## src/hdl/clsrng_pkg.sv

```systemverilog
// ----------------------------------------------------------------------------
// clsrng_pkg
// Constants, command bundle and modular helpers shared by the combined
// congruential generator with shuffle table.
// ----------------------------------------------------------------------------
package clsrng_pkg;

    localparam int VAL_W  = 31;
    localparam int PROD_W = 47;
    localparam int M170_W = 39;
    localparam int DATA_W = 64;

    localparam logic [30:0] MOD1     = 31'd2147483563;
    localparam logic [30:0] MOD2     = 31'd2147483399;
    localparam logic [30:0] WRAP     = 31'd2147483562;
    localparam logic [15:0] MUL1     = 16'd40014;
    localparam logic [15:0] MUL2     = 16'd40692;
    localparam logic [7:0]  FOLD1    = 8'd85;
    localparam logic [7:0]  FOLD2    = 8'd249;
    localparam logic [7:0]  FRAC_MUL = 8'd170;

    typedef struct packed {
        logic seed_load;
        logic mul;
        logic red1;
        logic red2;
        logic fill;
        logic slot_upd;
        logic rd;
        logic comb;
        logic frac1;
        logic out_load;
    } t_cmd;

    // p = H*2^31 + L, and 2^31 = m + fold, so p mod m = (H*fold + L) mod m
    function automatic logic [30:0] mod_fold(input logic [46:0] p,
                                             input logic [7:0]  fold,
                                             input logic [30:0] m);
        logic [31:0] s;
        s = ({16'd0, p[46:31]} * {24'd0, fold}) + {1'b0, p[30:0]};
        if (s >= {1'b0, m}) begin
            s = s - {1'b0, m};
        end
        return s[30:0];
    endfunction

    // floor(y * 2^32 / MOD1) = 2y + floor(170y / MOD1)
    function automatic logic [31:0] frac_of(input logic [30:0] y,
                                            input logic [38:0] m170);
        logic [31:0] t;
        logic [31:0] q;
        t = ({24'd0, m170[38:31]} * 32'd85) + {1'b0, m170[30:0]};
        q = {y, 1'b0} + {24'd0, m170[38:31]};
        if (t >= {1'b0, MOD1}) begin
            q = q + 32'd1;
        end
        return q;
    endfunction

endpackage

```

## src/hdl/clsrng_ctrl.sv

```systemverilog
// ----------------------------------------------------------------------------
// clsrng_ctrl
// Sequencer: accepts a word, runs seeding when needed, then the draw steps,
// and holds the output valid flag.
// ----------------------------------------------------------------------------
module clsrng_ctrl
    import clsrng_pkg::*;
#(
    parameter  int TABLE_SIZE = 32,
    localparam int IDX_W      = $clog2(TABLE_SIZE),
    localparam int CNT_W      = $clog2(TABLE_SIZE + 8)
) (
    input  logic             i_clk,
    input  logic             i_rst_n,
    input  logic             i_in_valid,
    output logic             o_in_ready,
    input  logic             i_restart,
    output logic             o_out_valid,
    input  logic             i_out_ready,
    output t_cmd             o_cmd,
    output logic [IDX_W-1:0] o_fill_idx
);

    typedef enum logic [3:0] {
        S_IDLE,
        S_SEED,
        S_SMUL,
        S_SRED,
        S_MUL,
        S_RED,
        S_READ,
        S_COMB,
        S_FR1,
        S_FR2
    } t_state;

    t_state             r_state, n_state;
    logic [CNT_W-1:0]   r_cnt, n_cnt;
    logic               r_seeded, n_seeded;
    logic               r_out_valid, n_out_valid;
    t_cmd               cmd;

    always_comb begin
        n_state     = r_state;
        n_cnt       = r_cnt;
        n_seeded    = r_seeded;
        cmd         = '0;
        unique case (r_state)
            S_IDLE: begin
                if (i_in_valid) begin
                    n_state = (i_restart || !r_seeded) ? S_SEED : S_MUL;
                end
            end
            S_SEED: begin
                cmd.seed_load = 1'b1;
                n_cnt         = CNT_W'(TABLE_SIZE + 7);
                n_state       = S_SMUL;
            end
            S_SMUL: begin
                cmd.mul = 1'b1;
                n_state = S_SRED;
            end
            S_SRED: begin
                cmd.red1 = 1'b1;
                cmd.fill = (r_cnt < CNT_W'(TABLE_SIZE));
                if (r_cnt == '0) begin
                    n_seeded = 1'b1;
                    n_state  = S_MUL;
                end else begin
                    n_cnt   = r_cnt - CNT_W'(1);
                    n_state = S_SMUL;
                end
            end
            S_MUL: begin
                cmd.mul = 1'b1;
                n_state = S_RED;
            end
            S_RED: begin
                cmd.red1     = 1'b1;
                cmd.red2     = 1'b1;
                cmd.slot_upd = 1'b1;
                n_state      = S_READ;
            end
            S_READ: begin
                cmd.rd  = 1'b1;
                n_state = S_COMB;
            end
            S_COMB: begin
                cmd.comb = 1'b1;
                n_state  = S_FR1;
            end
            S_FR1: begin
                cmd.frac1 = 1'b1;
                n_state   = S_FR2;
            end
            S_FR2: begin
                if (!r_out_valid || i_out_ready) begin
                    cmd.out_load = 1'b1;
                    n_state      = S_IDLE;
                end
            end
            default: begin
                n_state = S_IDLE;
            end
        endcase
        n_out_valid = (r_out_valid && !i_out_ready) || cmd.out_load;
    end

    always_ff @(posedge i_clk) begin
        if (!i_rst_n) begin
            r_state     <= S_IDLE;
            r_cnt       <= '0;
            r_seeded    <= 1'b0;
            r_out_valid <= 1'b0;
        end else begin
            r_state     <= n_state;
            r_cnt       <= n_cnt;
            r_seeded    <= n_seeded;
            r_out_valid <= n_out_valid;
        end
    end

    assign o_in_ready  = (r_state == S_IDLE);
    assign o_out_valid = r_out_valid;
    assign o_cmd       = cmd;
    assign o_fill_idx  = r_cnt[IDX_W-1:0];

endmodule

```

## src/hdl/clsrng_dpath.sv

```systemverilog
// ----------------------------------------------------------------------------
// clsrng_dpath
// Both generator registers, constant-multiply and fold reduction, the shuffle
// table memory, slot selection and fraction scaling.
// ----------------------------------------------------------------------------
module clsrng_dpath
    import clsrng_pkg::*;
#(
    parameter  int TABLE_SIZE = 32,
    localparam int IDX_W      = $clog2(TABLE_SIZE)
) (
    input  logic              i_clk,
    input  t_cmd              i_cmd,
    input  logic [IDX_W-1:0]  i_fill_idx,
    input  logic [VAL_W-1:0]  i_seed,
    output logic [DATA_W-1:0] o_data
);

    localparam int          Q_W      = $clog2(TABLE_SIZE) + 1;
    localparam logic [31:0] SLOT_DIV = 32'(64'd1 + (64'd2147483562 / 64'(TABLE_SIZE)));
    localparam logic [Q_W-1:0] RECIP = Q_W'(64'd2147483648 / 64'(SLOT_DIV));

    logic [VAL_W-1:0]  r_x1, r_x2, r_last, r_tab;
    logic [PROD_W-1:0] r_p1, r_p2;
    logic [Q_W-1:0]    r_qest;
    logic [IDX_W-1:0]  r_slot;
    logic [M170_W-1:0] r_m170;
    logic [DATA_W-1:0] r_out;
    logic [VAL_W-1:0]  mem [TABLE_SIZE];

    logic [VAL_W-1:0]     seed_fix, seed_sub, red1, red2, y;
    logic [VAL_W+Q_W-1:0] qest_prod;
    logic [31:0]          slot_rem, diff;
    logic [Q_W-1:0]       slot_q;

    always_comb begin
        seed_sub = (i_seed >= MOD1) ? (i_seed - MOD1) : i_seed;
        seed_fix = (seed_sub == '0) ? VAL_W'(1) : seed_sub;

        red1 = mod_fold(r_p1, FOLD1, MOD1);
        red2 = mod_fold(r_p2, FOLD2, MOD2);

        qest_prod = {{Q_W{1'b0}}, r_last} * {{VAL_W{1'b0}}, RECIP};

        slot_rem = {1'b0, r_last} - (32'(r_qest) * SLOT_DIV);
        slot_q   = r_qest;
        if (slot_rem >= SLOT_DIV) begin
            slot_q = r_qest + Q_W'(1);
        end
        if (slot_q >= Q_W'(TABLE_SIZE)) begin
            slot_q = Q_W'(TABLE_SIZE - 1);
        end

        diff = {1'b0, r_tab} - {1'b0, r_x2};
        if (diff[31] || diff == '0) begin
            diff = diff + {1'b0, WRAP};
        end
        y = diff[VAL_W-1:0];
    end

    always_ff @(posedge i_clk) begin
        if (i_cmd.seed_load) begin
            r_x1 <= seed_fix;
            r_x2 <= seed_fix;
        end else begin
            if (i_cmd.red1) begin
                r_x1 <= red1;
            end
            if (i_cmd.red2) begin
                r_x2 <= red2;
            end
        end
        if (i_cmd.mul) begin
            r_p1   <= {16'd0, r_x1} * {31'd0, MUL1};
            r_p2   <= {16'd0, r_x2} * {31'd0, MUL2};
            r_qest <= qest_prod[VAL_W+Q_W-1:VAL_W];
        end
        if (i_cmd.fill) begin
            r_last <= red1;
        end else if (i_cmd.comb) begin
            r_last <= y;
        end
        if (i_cmd.slot_upd) begin
            r_slot <= slot_q[IDX_W-1:0];
        end
        if (i_cmd.frac1) begin
            r_m170 <= {8'd0, r_last} * {31'd0, FRAC_MUL};
        end
        if (i_cmd.out_load) begin
            r_out <= {1'b0, frac_of(r_last, r_m170), r_last};
        end
    end

    always_ff @(posedge i_clk) begin
        if (i_cmd.fill) begin
            mem[i_fill_idx] <= red1;
        end else if (i_cmd.comb) begin
            mem[r_slot] <= r_x1;
        end
        if (i_cmd.rd) begin
            r_tab <= mem[r_slot];
        end
    end

    assign o_data = r_out;

endmodule

```

## src/hdl/combined_lcg_shuffle_rng.sv

```systemverilog
// ----------------------------------------------------------------------------
// combined_lcg_shuffle_rng
// Plain draw: once the word is taken, S_MUL, S_RED, S_READ, S_COMB, S_FR1 and
// S_FR2 run in order; no new word is taken until the result is loaded.
// Seeding (restart, or first draw after reset) adds S_SEED and TABLE_SIZE+8 generator
// steps, each a multiply and a fold reduction; the table fills through one write port.
// Reset (synchronous, active low) clears control, output valid and the
// seeded flag, and sets the seed register to 1.
// ----------------------------------------------------------------------------
module combined_lcg_shuffle_rng
    import clsrng_pkg::*;
#(
    parameter int TABLE_SIZE = 32
) (
    input  logic        i_clk,
    input  logic        i_rst_n,
    input  logic        s_tvalid,
    output logic        s_tready,
    input  logic [7:0]  s_tdata,   // [0] restart, [7:1] zero
    output logic        m_tvalid,
    input  logic        m_tready,
    output logic [63:0] m_tdata,   // [30:0] random_value, [62:31] uniform_fraction
    input  logic        psel,
    input  logic        penable,
    input  logic        pwrite,
    input  logic [2:0]  paddr,
    input  logic [31:0] pwdata,
    output logic [31:0] prdata,
    output logic        pready
);

    localparam int IDX_W = $clog2(TABLE_SIZE);

    logic [VAL_W-1:0]  r_seed;
    t_cmd              cmd;
    logic [IDX_W-1:0]  fill_idx;
    logic              cfg_wr;

    assign pready = 1'b1;
    assign cfg_wr = psel && penable && pwrite && (paddr[2] == 1'b0);
    assign prdata = (paddr[2] == 1'b0) ? {1'b0, r_seed} : 32'd0;

    always_ff @(posedge i_clk) begin
        if (!i_rst_n) begin
            r_seed <= VAL_W'(1);
        end else if (cfg_wr) begin
            r_seed <= pwdata[VAL_W-1:0];
        end
    end

    clsrng_ctrl #(
        .TABLE_SIZE (TABLE_SIZE)
    ) u_ctrl (
        .i_clk       (i_clk),
        .i_rst_n     (i_rst_n),
        .i_in_valid  (s_tvalid),
        .o_in_ready  (s_tready),
        .i_restart   (s_tdata[0]),
        .o_out_valid (m_tvalid),
        .i_out_ready (m_tready),
        .o_cmd       (cmd),
        .o_fill_idx  (fill_idx)
    );

    clsrng_dpath #(
        .TABLE_SIZE (TABLE_SIZE)
    ) u_dpath (
        .i_clk      (i_clk),
        .i_cmd      (cmd),
        .i_fill_idx (fill_idx),
        .i_seed     (r_seed),
        .o_data     (m_tdata)
    );

    a_busy_after_take: assert property (@(posedge i_clk) disable iff (!i_rst_n)
        (s_tvalid && s_tready) |=> !s_tready)
        else $error("word taken while a draw is in progress");

    a_value_range: assert property (@(posedge i_clk) disable iff (!i_rst_n)
        m_tvalid |-> (m_tdata[30:0] != 31'd0) && (m_tdata[30:0] <= WRAP))
        else $error("random value out of range");

    a_frac_bound: assert property (@(posedge i_clk) disable iff (!i_rst_n)
        m_tvalid |-> ({1'b0, m_tdata[62:31]} >= {1'b0, m_tdata[30:0], 1'b0})
                     && (m_tdata[63] == 1'b0))
        else $error("fraction inconsistent with value");

    a_single_cmd: assert property (@(posedge i_clk) disable iff (!i_rst_n)
        $onehot0({cmd.seed_load, cmd.mul, cmd.red1, cmd.rd, cmd.comb,
                  cmd.frac1, cmd.out_load}))
        else $error("overlapping datapath commands");

endmodule
```

## config.mk

```make
export PLATFORM = sky130hd
export DESIGN_NAME = combined_lcg_shuffle_rng
export DESIGN_NICKNAME = d
export VERILOG_FILES = /design/src/hdl/clsrng_pkg.sv /design/src/hdl/clsrng_ctrl.sv /design/src/hdl/clsrng_dpath.sv /design/src/hdl/combined_lcg_shuffle_rng.sv
export SDC_FILE = /design/constraint.sdc
export NUM_CORES = 2
export LEC_CHECK = 0
export ABC_CLOCK_PERIOD_IN_PS = 12870
export BUFFER_PORTS_ARGS = -buffer_cell sky130_fd_sc_hd__clkbuf_2
export CORE_MARGIN = 8
export CORE_UTILIZATION = 40
export DETAILED_ROUTE_END_ITERATION = 10
export GPL_TIMING_DRIVEN = 0
export SLEW_MARGIN = 20
export SYNTH_ARGS = -nofsm -noshare
export SYNTH_HDL_FRONTEND = slang
export SYNTH_SLANG_ARGS = --single-unit
```

## constraint.sdc

```tcl
create_clock -name i_clk -period 12.87 [get_ports i_clk]
set_clock_uncertainty 0.15 [all_clocks]
set_input_delay 0.6435 -clock i_clk [delete_from_list [all_inputs] [get_ports i_clk]]
set_output_delay 0.6435 -clock i_clk [all_outputs]
set_load 0.1 [all_outputs]
```

; ---- Yosys cells after proc, flatten, opt, wreduce, memory -nomap -nowiden
; Memory sizes are Yosys's and may differ from the RTL's. A register that Yosys moved wholly into a read port is not among the register bits.
; Cells that the tools add are included.
[totals]
regBits = 338
mem_bits_rw = 992
in_bits = 50
output_inout_bits = 99
elab_cells = 119
mem_count = 1
[op_classes]
n_addsub = 13
n_mul = 7
order_cmp = 7
n_eq_ne = 12
muxes = 39
n_bitwise = 1
n_reduce_logical = 25
[mem_list]
columns = name, words, width, rd, rd_clocked_by_memory_dff, write_ports, line_no
row1 = u_dpath.mem, 32, 31, 1, 1, 1, clsrng_dpath.sv:29  ; logic [VAL_W-1:0] mem [TABLE_SIZE];
[op_table]
columns = op, count
row1 = 31-bit two-way mux, 13
row2 = "32-bit by 31-bit >= comparator with 1-bit output, second input constant", 3
row3 = "31-bit subtractor, second input constant", 3
row4 = "31-bit by 15-bit multiplier with 46-bit output, second input constant", 1
row5 = "31-bit by 14-bit multiplier with 45-bit output, second input constant", 1
row6 = 4-bit case mux with 10 select lines, 1
row7 = "31-bit by 7-bit multiplier with 38-bit output, second input constant", 1
row8 = 15-bit by 31-bit adder with 32-bit output, 1
row9 = 23-bit by 31-bit adder with 32-bit output, 1
row10 = 24-bit by 31-bit adder with 32-bit output, 1
row11 = "32-bit by 1-bit adder with 32-bit output, second input constant", 1
row12 = 32-bit by 8-bit adder with 32-bit output, 1
row13 = "32-bit by 26-bit >= comparator with 1-bit output, second input constant", 1
row14 = 32-bit zero test, 1
row15 = 32-bit two-way mux, 1
row16 = 31-bit by 31-bit subtractor with 32-bit output, 1
row17 = 31-bit by 32-bit subtractor with 32-bit output, 1
row18 = "31-bit adder, second input constant", 1
row19 = "31-bit >= comparator, second input constant", 1
row20 = 31-bit zero test, 1
row21 = 31-bit OR reduction, 1
row22 = "5-bit by 25-bit multiplier with 30-bit output, second input constant", 1
row23 = "16-bit by 8-bit multiplier with 24-bit output, second input constant", 1
row24 = "16-bit by 7-bit multiplier with 23-bit output, second input constant", 1
row25 = other kinds (26), 64

; ---- Depth between registers and ports, before layout
[logic_depth]
word_depth = 7
depth_mapped = 28
depth_no_buf = 27

; ---- Hierarchy
; From an unflattened synthesis, not the netlist that was laid out.
[hier_totals]
cells_unflattened = 6811
hier_area_um2 = 88781.4
[modules_own_cells]
columns = module, instances, cells_per_inst, area_per_inst_um2, seq_area_each_um2
row1 = clsrng_dpath, 1, 6537, 86452.9, 39578.0
row2 = combined_lcg_shuffle_rng, 1, 174, 1507.7, 620.6
row3 = clsrng_ctrl, 1, 100, 820.8, 240.2

; ---- Least setup slack after synthesis
; No wires, ideal clock.
[synth_path]
path_type = register -> register
startpoint = register u_ctrl.r_state[2]
endpoint = register u_dpath.r_p1[10] (enable)
setup_ns = 0.668
arrival_ns = 7.220
required_ns = 12.052
setup_slack_ns = 4.832
path_stages_with_launch = 4
path_buffers = 1
synth_period_minus_slack_ns = 8.038
path_cell_list = dfxtp_1 clkbuf_1 xnor2_1 nor3_1
[synth_rtl]
columns = item, line_no
row1 = start: declaration, clsrng_ctrl.sv:37  ; t_state r_state, n_state;
row2 = start signal: assignment, clsrng_ctrl.sv:116  ; r_state <= n_state;
row3 = end signal: assignment, clsrng_dpath.sv:74  ; r_p1 <= {16'd0, r_x1} * {31'd0, MUL1};
row4 = end: declaration, clsrng_dpath.sv:24  ; logic [PROD_W-1:0] r_p1, r_p2;

; ---- Final worst setup path
[layout_path]
startpoint = register u_dpath.r_p1[32]
endpoint = memory u_dpath.mem[0][23], data pin
[layout_via]
elab_chain_len = 5
elab_cells_between_ends = 6
cone_classes = add/sub (2) / mul (1) / order compare (1) / mux (2)
[layout_lines]
columns = item, line_no
row1 = 16-bit by 7-bit multiplier with 23-bit output (*), clsrng_pkg.sv:40  ; s = ({16'd0, p[46:31]} * {24'd0, fold}) + {1'b0, p[30:0]};
row2 = 23-bit by 31-bit adder with 32-bit output (*), clsrng_pkg.sv:40
row3 = 31-bit subtractor / 32-bit by 31-bit >= comparator with 1-bit output (equally long branches), "clsrng_pkg.sv:42, clsrng_pkg.sv:41"
row4 = 31-bit two-way mux (*), clsrng_pkg.sv:41  ; if (s >= {1'b0, m}) begin
row5 = 31-bit two-way mux (no source line) (*), -
row6 = end: declaration, clsrng_dpath.sv:29
; Every way passes the cells marked *; elsewhere a longest branch is shown, timed or not.

==> impl_metrics.toml <==
[outcome]
status = "complete, no violations"

[sta]
fmax_mhz = 120
fin_tns_setup_ps = 0
hold-worst-slack_ps = 53.3
finalHoldViolations = 0
slew_violations = 0
setup_violations = 0
tightest_slew_ps = 1170
min_period_ps = 8340
timing.final.crit_share = 0.648
slew_headroom = 0.217
grt_setup_unrepaired = "false"

[synth]
ys_async_sr_fraction = 0
synth_most_common_cell = "edfxtp_1"
synthCells = 6623
synth_area_um2 = 86900
ys_types = 97
yosys.area.top_type = "edfxtp_1"
synth_edf_count = 1318
synthTopCellsByArea = "edfxtp_1 46%, fa_1 12%, ha_1 9.8%, mux4_2 8.0%, inv_1 4.4%"
synth-seq-cells = 1361
seq_area_frac_synth = 0.465
yosys_warnings = 0
synth-main-ff-cell = "edfxtp_1"
ys_top_cells_by_count = "1318 x edfxtp_1, 1016 x inv_1, 684 x ha_1, 539 x fa_1, 310 x mux4_2"
synth_top_area_frac = 0.455
avgSynthCellArea_um2 = 13.1

[route]
post_drt_via_cell_ratio = 5.53
vias = 55324
firstDrtPassIters = 6
ant_nets = 0
wl_per_cell_um = 24.5
drc = 0
drt-initial-drc-count = 4861
routed_wl_um = 245000

[critical_path]
cp.required_ps = 13240
r2r_start = "u_dpath.r_p1[32]$_DFFE_PP_"
worst_ep_arrival_time_ps = 8710
startpoint = "u_dpath.r_p1[32]$_DFFE_PP_"
path_max_fanout = 28
endpoint_kind = "register"
crit_path_start_kind = "register"
r2r_end = "u_dpath.mem[0][23]$_DFFE_PP_"
critPathCapture = "u_dpath.mem[0][23]$_DFFE_PP_"
reg2reg_slack_ps = 4530
worstRegToRegCells = 21
path_class = "reg -> reg"

[worst_hold_path]
hold_path.class = "in -> reg"

[grt]
grt_overflow_total = 0
grt_use_total = 0.208
grt_max_degree = 33
grt_pass1_wl_um = 361000
antenna_found_initial = 13
grt_pass1_vias = 56305

[clocking]
worstSkewPairLatency_ps = 820
ctsResizeCount = 0
cts_hold_buf = 30
clk_path_buf_depth = 3
cts.clk_slew.worst_paths_ps = 70
clockRootBuffer = "clkbuf_16"
clock-sinks = 1361
htree_num_levels = 4
cts_tree = "done"
postCtsSetupRepairBufs = 0
cts_made_buffers = 144

[placement]
place.gp.congestion = 0.949
place_hpwl_um = 190000
numPortBuffers = 135
dp.cells = 9712

[floorplan]
die_area_um2 = 232000
rows = 171
die_width_um = 482
die_h_um = 482
start_util = 0.401
coreArea_um2 = 217000
pin_count = 149

[cells_and_area]
post-route-util = 0.457
nets = 8309
final_cells = 10007
drive_gt1_frac = 0.132
syn_to_final_growth_pct = 13.9

[job]
maxCapViolCount = 0
[through the flow]
step	setup WS, ps	cell area (µm²)
finish	4530	98900
global route	4220	98900
CTS	4800	98900
detailed placement	4810	93800
global placement	714	91100
floorplan	4830	86900
[cell usage in the layout, fill, tap and decap left out, types with 40 or more instances in the layout]
| master | n |
|---|---|
| edfxtp_1 | 1318 |
| inv_1 | 1016 |
| ha_1 | 684 |
| fa_1 | 539 |
| mux4_2 | 310 |
| nand2_1 | 304 |
| a21oi_1 | 290 |
| nor2_1 | 227 |
| xnor2_1 | 222 |
| o21ai_0 | 211 |
| clkbuf_1 | 149 |
| clkbuf_2 | 147 |
| clkbuf_16 | 144 |
| a21o_1 | 106 |
| nand3_1 | 91 |
| xor2_1 | 91 |
| nor3_1 | 89 |
| nor2b_1 | 72 |
| nand4_1 | 51 |
| nand2b_1 | 50 |
| o21a_1 | 43 |
| dfxtp_1 | 43 |
| nor4_1 | 41 |
| and3_1 | 40 |
[kinds of logic after synthesis]
| logic type | synth area share |
|---|---|
| other | 0.0000864 |
| buffers and inverters | 0.0520 |
| muxes | 0.0888 |
| xor gates and xnor gates | 0.0315 |
| adders and majority gates | 0.223 |
| DFF | 0.465 |
| and+or+nand+nor | 0.0681 |
| AOI/OAI and AO/OA | 0.0715 |
[layout make-up]
| type | count | area [µm²] |
|---|---|---|
| Tap cell | 2854 | 3570 |
| Clock buffer | 168 | 3720 |
| Clock inverter | 92 | 1040 |
| Fill cell | 19270 | 118000 |
| Timing Repair Buffer | 266 | 3000 |
| Inverter | 1016 | 3810 |
| Sequential cell | 1361 | 40400 |
| Antenna cell | 3 | 7.51 |
| Multi-Input combinational cell | 4072 | 42600 |
| Buffer | 175 | 719 |
[worst min path at each step]
stage | from | endpoint | depth (start not counted)
global route | i_rst_n | r_seed[0]$_SDFFE_PN1P_ | 2
global placement | u_ctrl.r_seeded$_SDFFE_PN0P_ | u_ctrl.r_seeded$_SDFFE_PN0P_ | 2
detailed placement | u_ctrl.r_seeded$_SDFFE_PN0P_ | u_ctrl.r_seeded$_SDFFE_PN0P_ | 2
floorplan | u_ctrl.r_seeded$_SDFFE_PN0P_ | u_ctrl.r_seeded$_SDFFE_PN0P_ | 2
finish | i_rst_n | r_seed[0]$_SDFFE_PN1P_ | 2
CTS | i_rst_n | r_seed[0]$_SDFFE_PN1P_ | 2
[sequential cells by signal, indices dropped and copies added, names as in the netlist]
name,count
u_ctrl.o_out_valid,1
u_dpath.r_x2,31
u_dpath.r_p2,45
u_dpath.mem,992
u_ctrl.r_state,4
r_seed,31
u_ctrl.r_cnt,6
u_dpath.r_m170,38
u_dpath.r_x1,31
u_dpath.o_data,63
u_dpath.r_qest,5
u_dpath.r_slot,5
u_dpath.r_last,31
u_ctrl.r_seeded,1
u_dpath.r_p1,46
u_dpath.r_tab,31
[routing by layer]
layer	track usage	routed length, µm	part of all wire	vias to the layer above
met5	0	13	0.000053	-
met4	0.0836	11700	0.048	2
met3	0.0361	17400	0.071	458
met2	0.346	117000	0.48	2016
met1	0.271	99200	0.41	28128
li1	-	-	-	24720
[critical path, cell delays in order, from the launching register on]
cell and delay (ps):
edfxtp_1 460, ha_1 370, inv_1 70, fa_1 490, fa_1 540, inv_1 50
fa_1 500, ha_1 350, and2_1 210, a2111oi_1 670, nor3_1 200, nor3_1 320
o211ai_1 230, nor4bb_1 620, nand3_1 280, nor4_1 570, a31o_2 320, buf_4 210
a21oi_1 80, a31oi_1 820, a21oi_4 300, buf_16 260
Power is not shown: default switching activity piles up to over one toggle a cycle in this logic, so the estimate is an artifact.
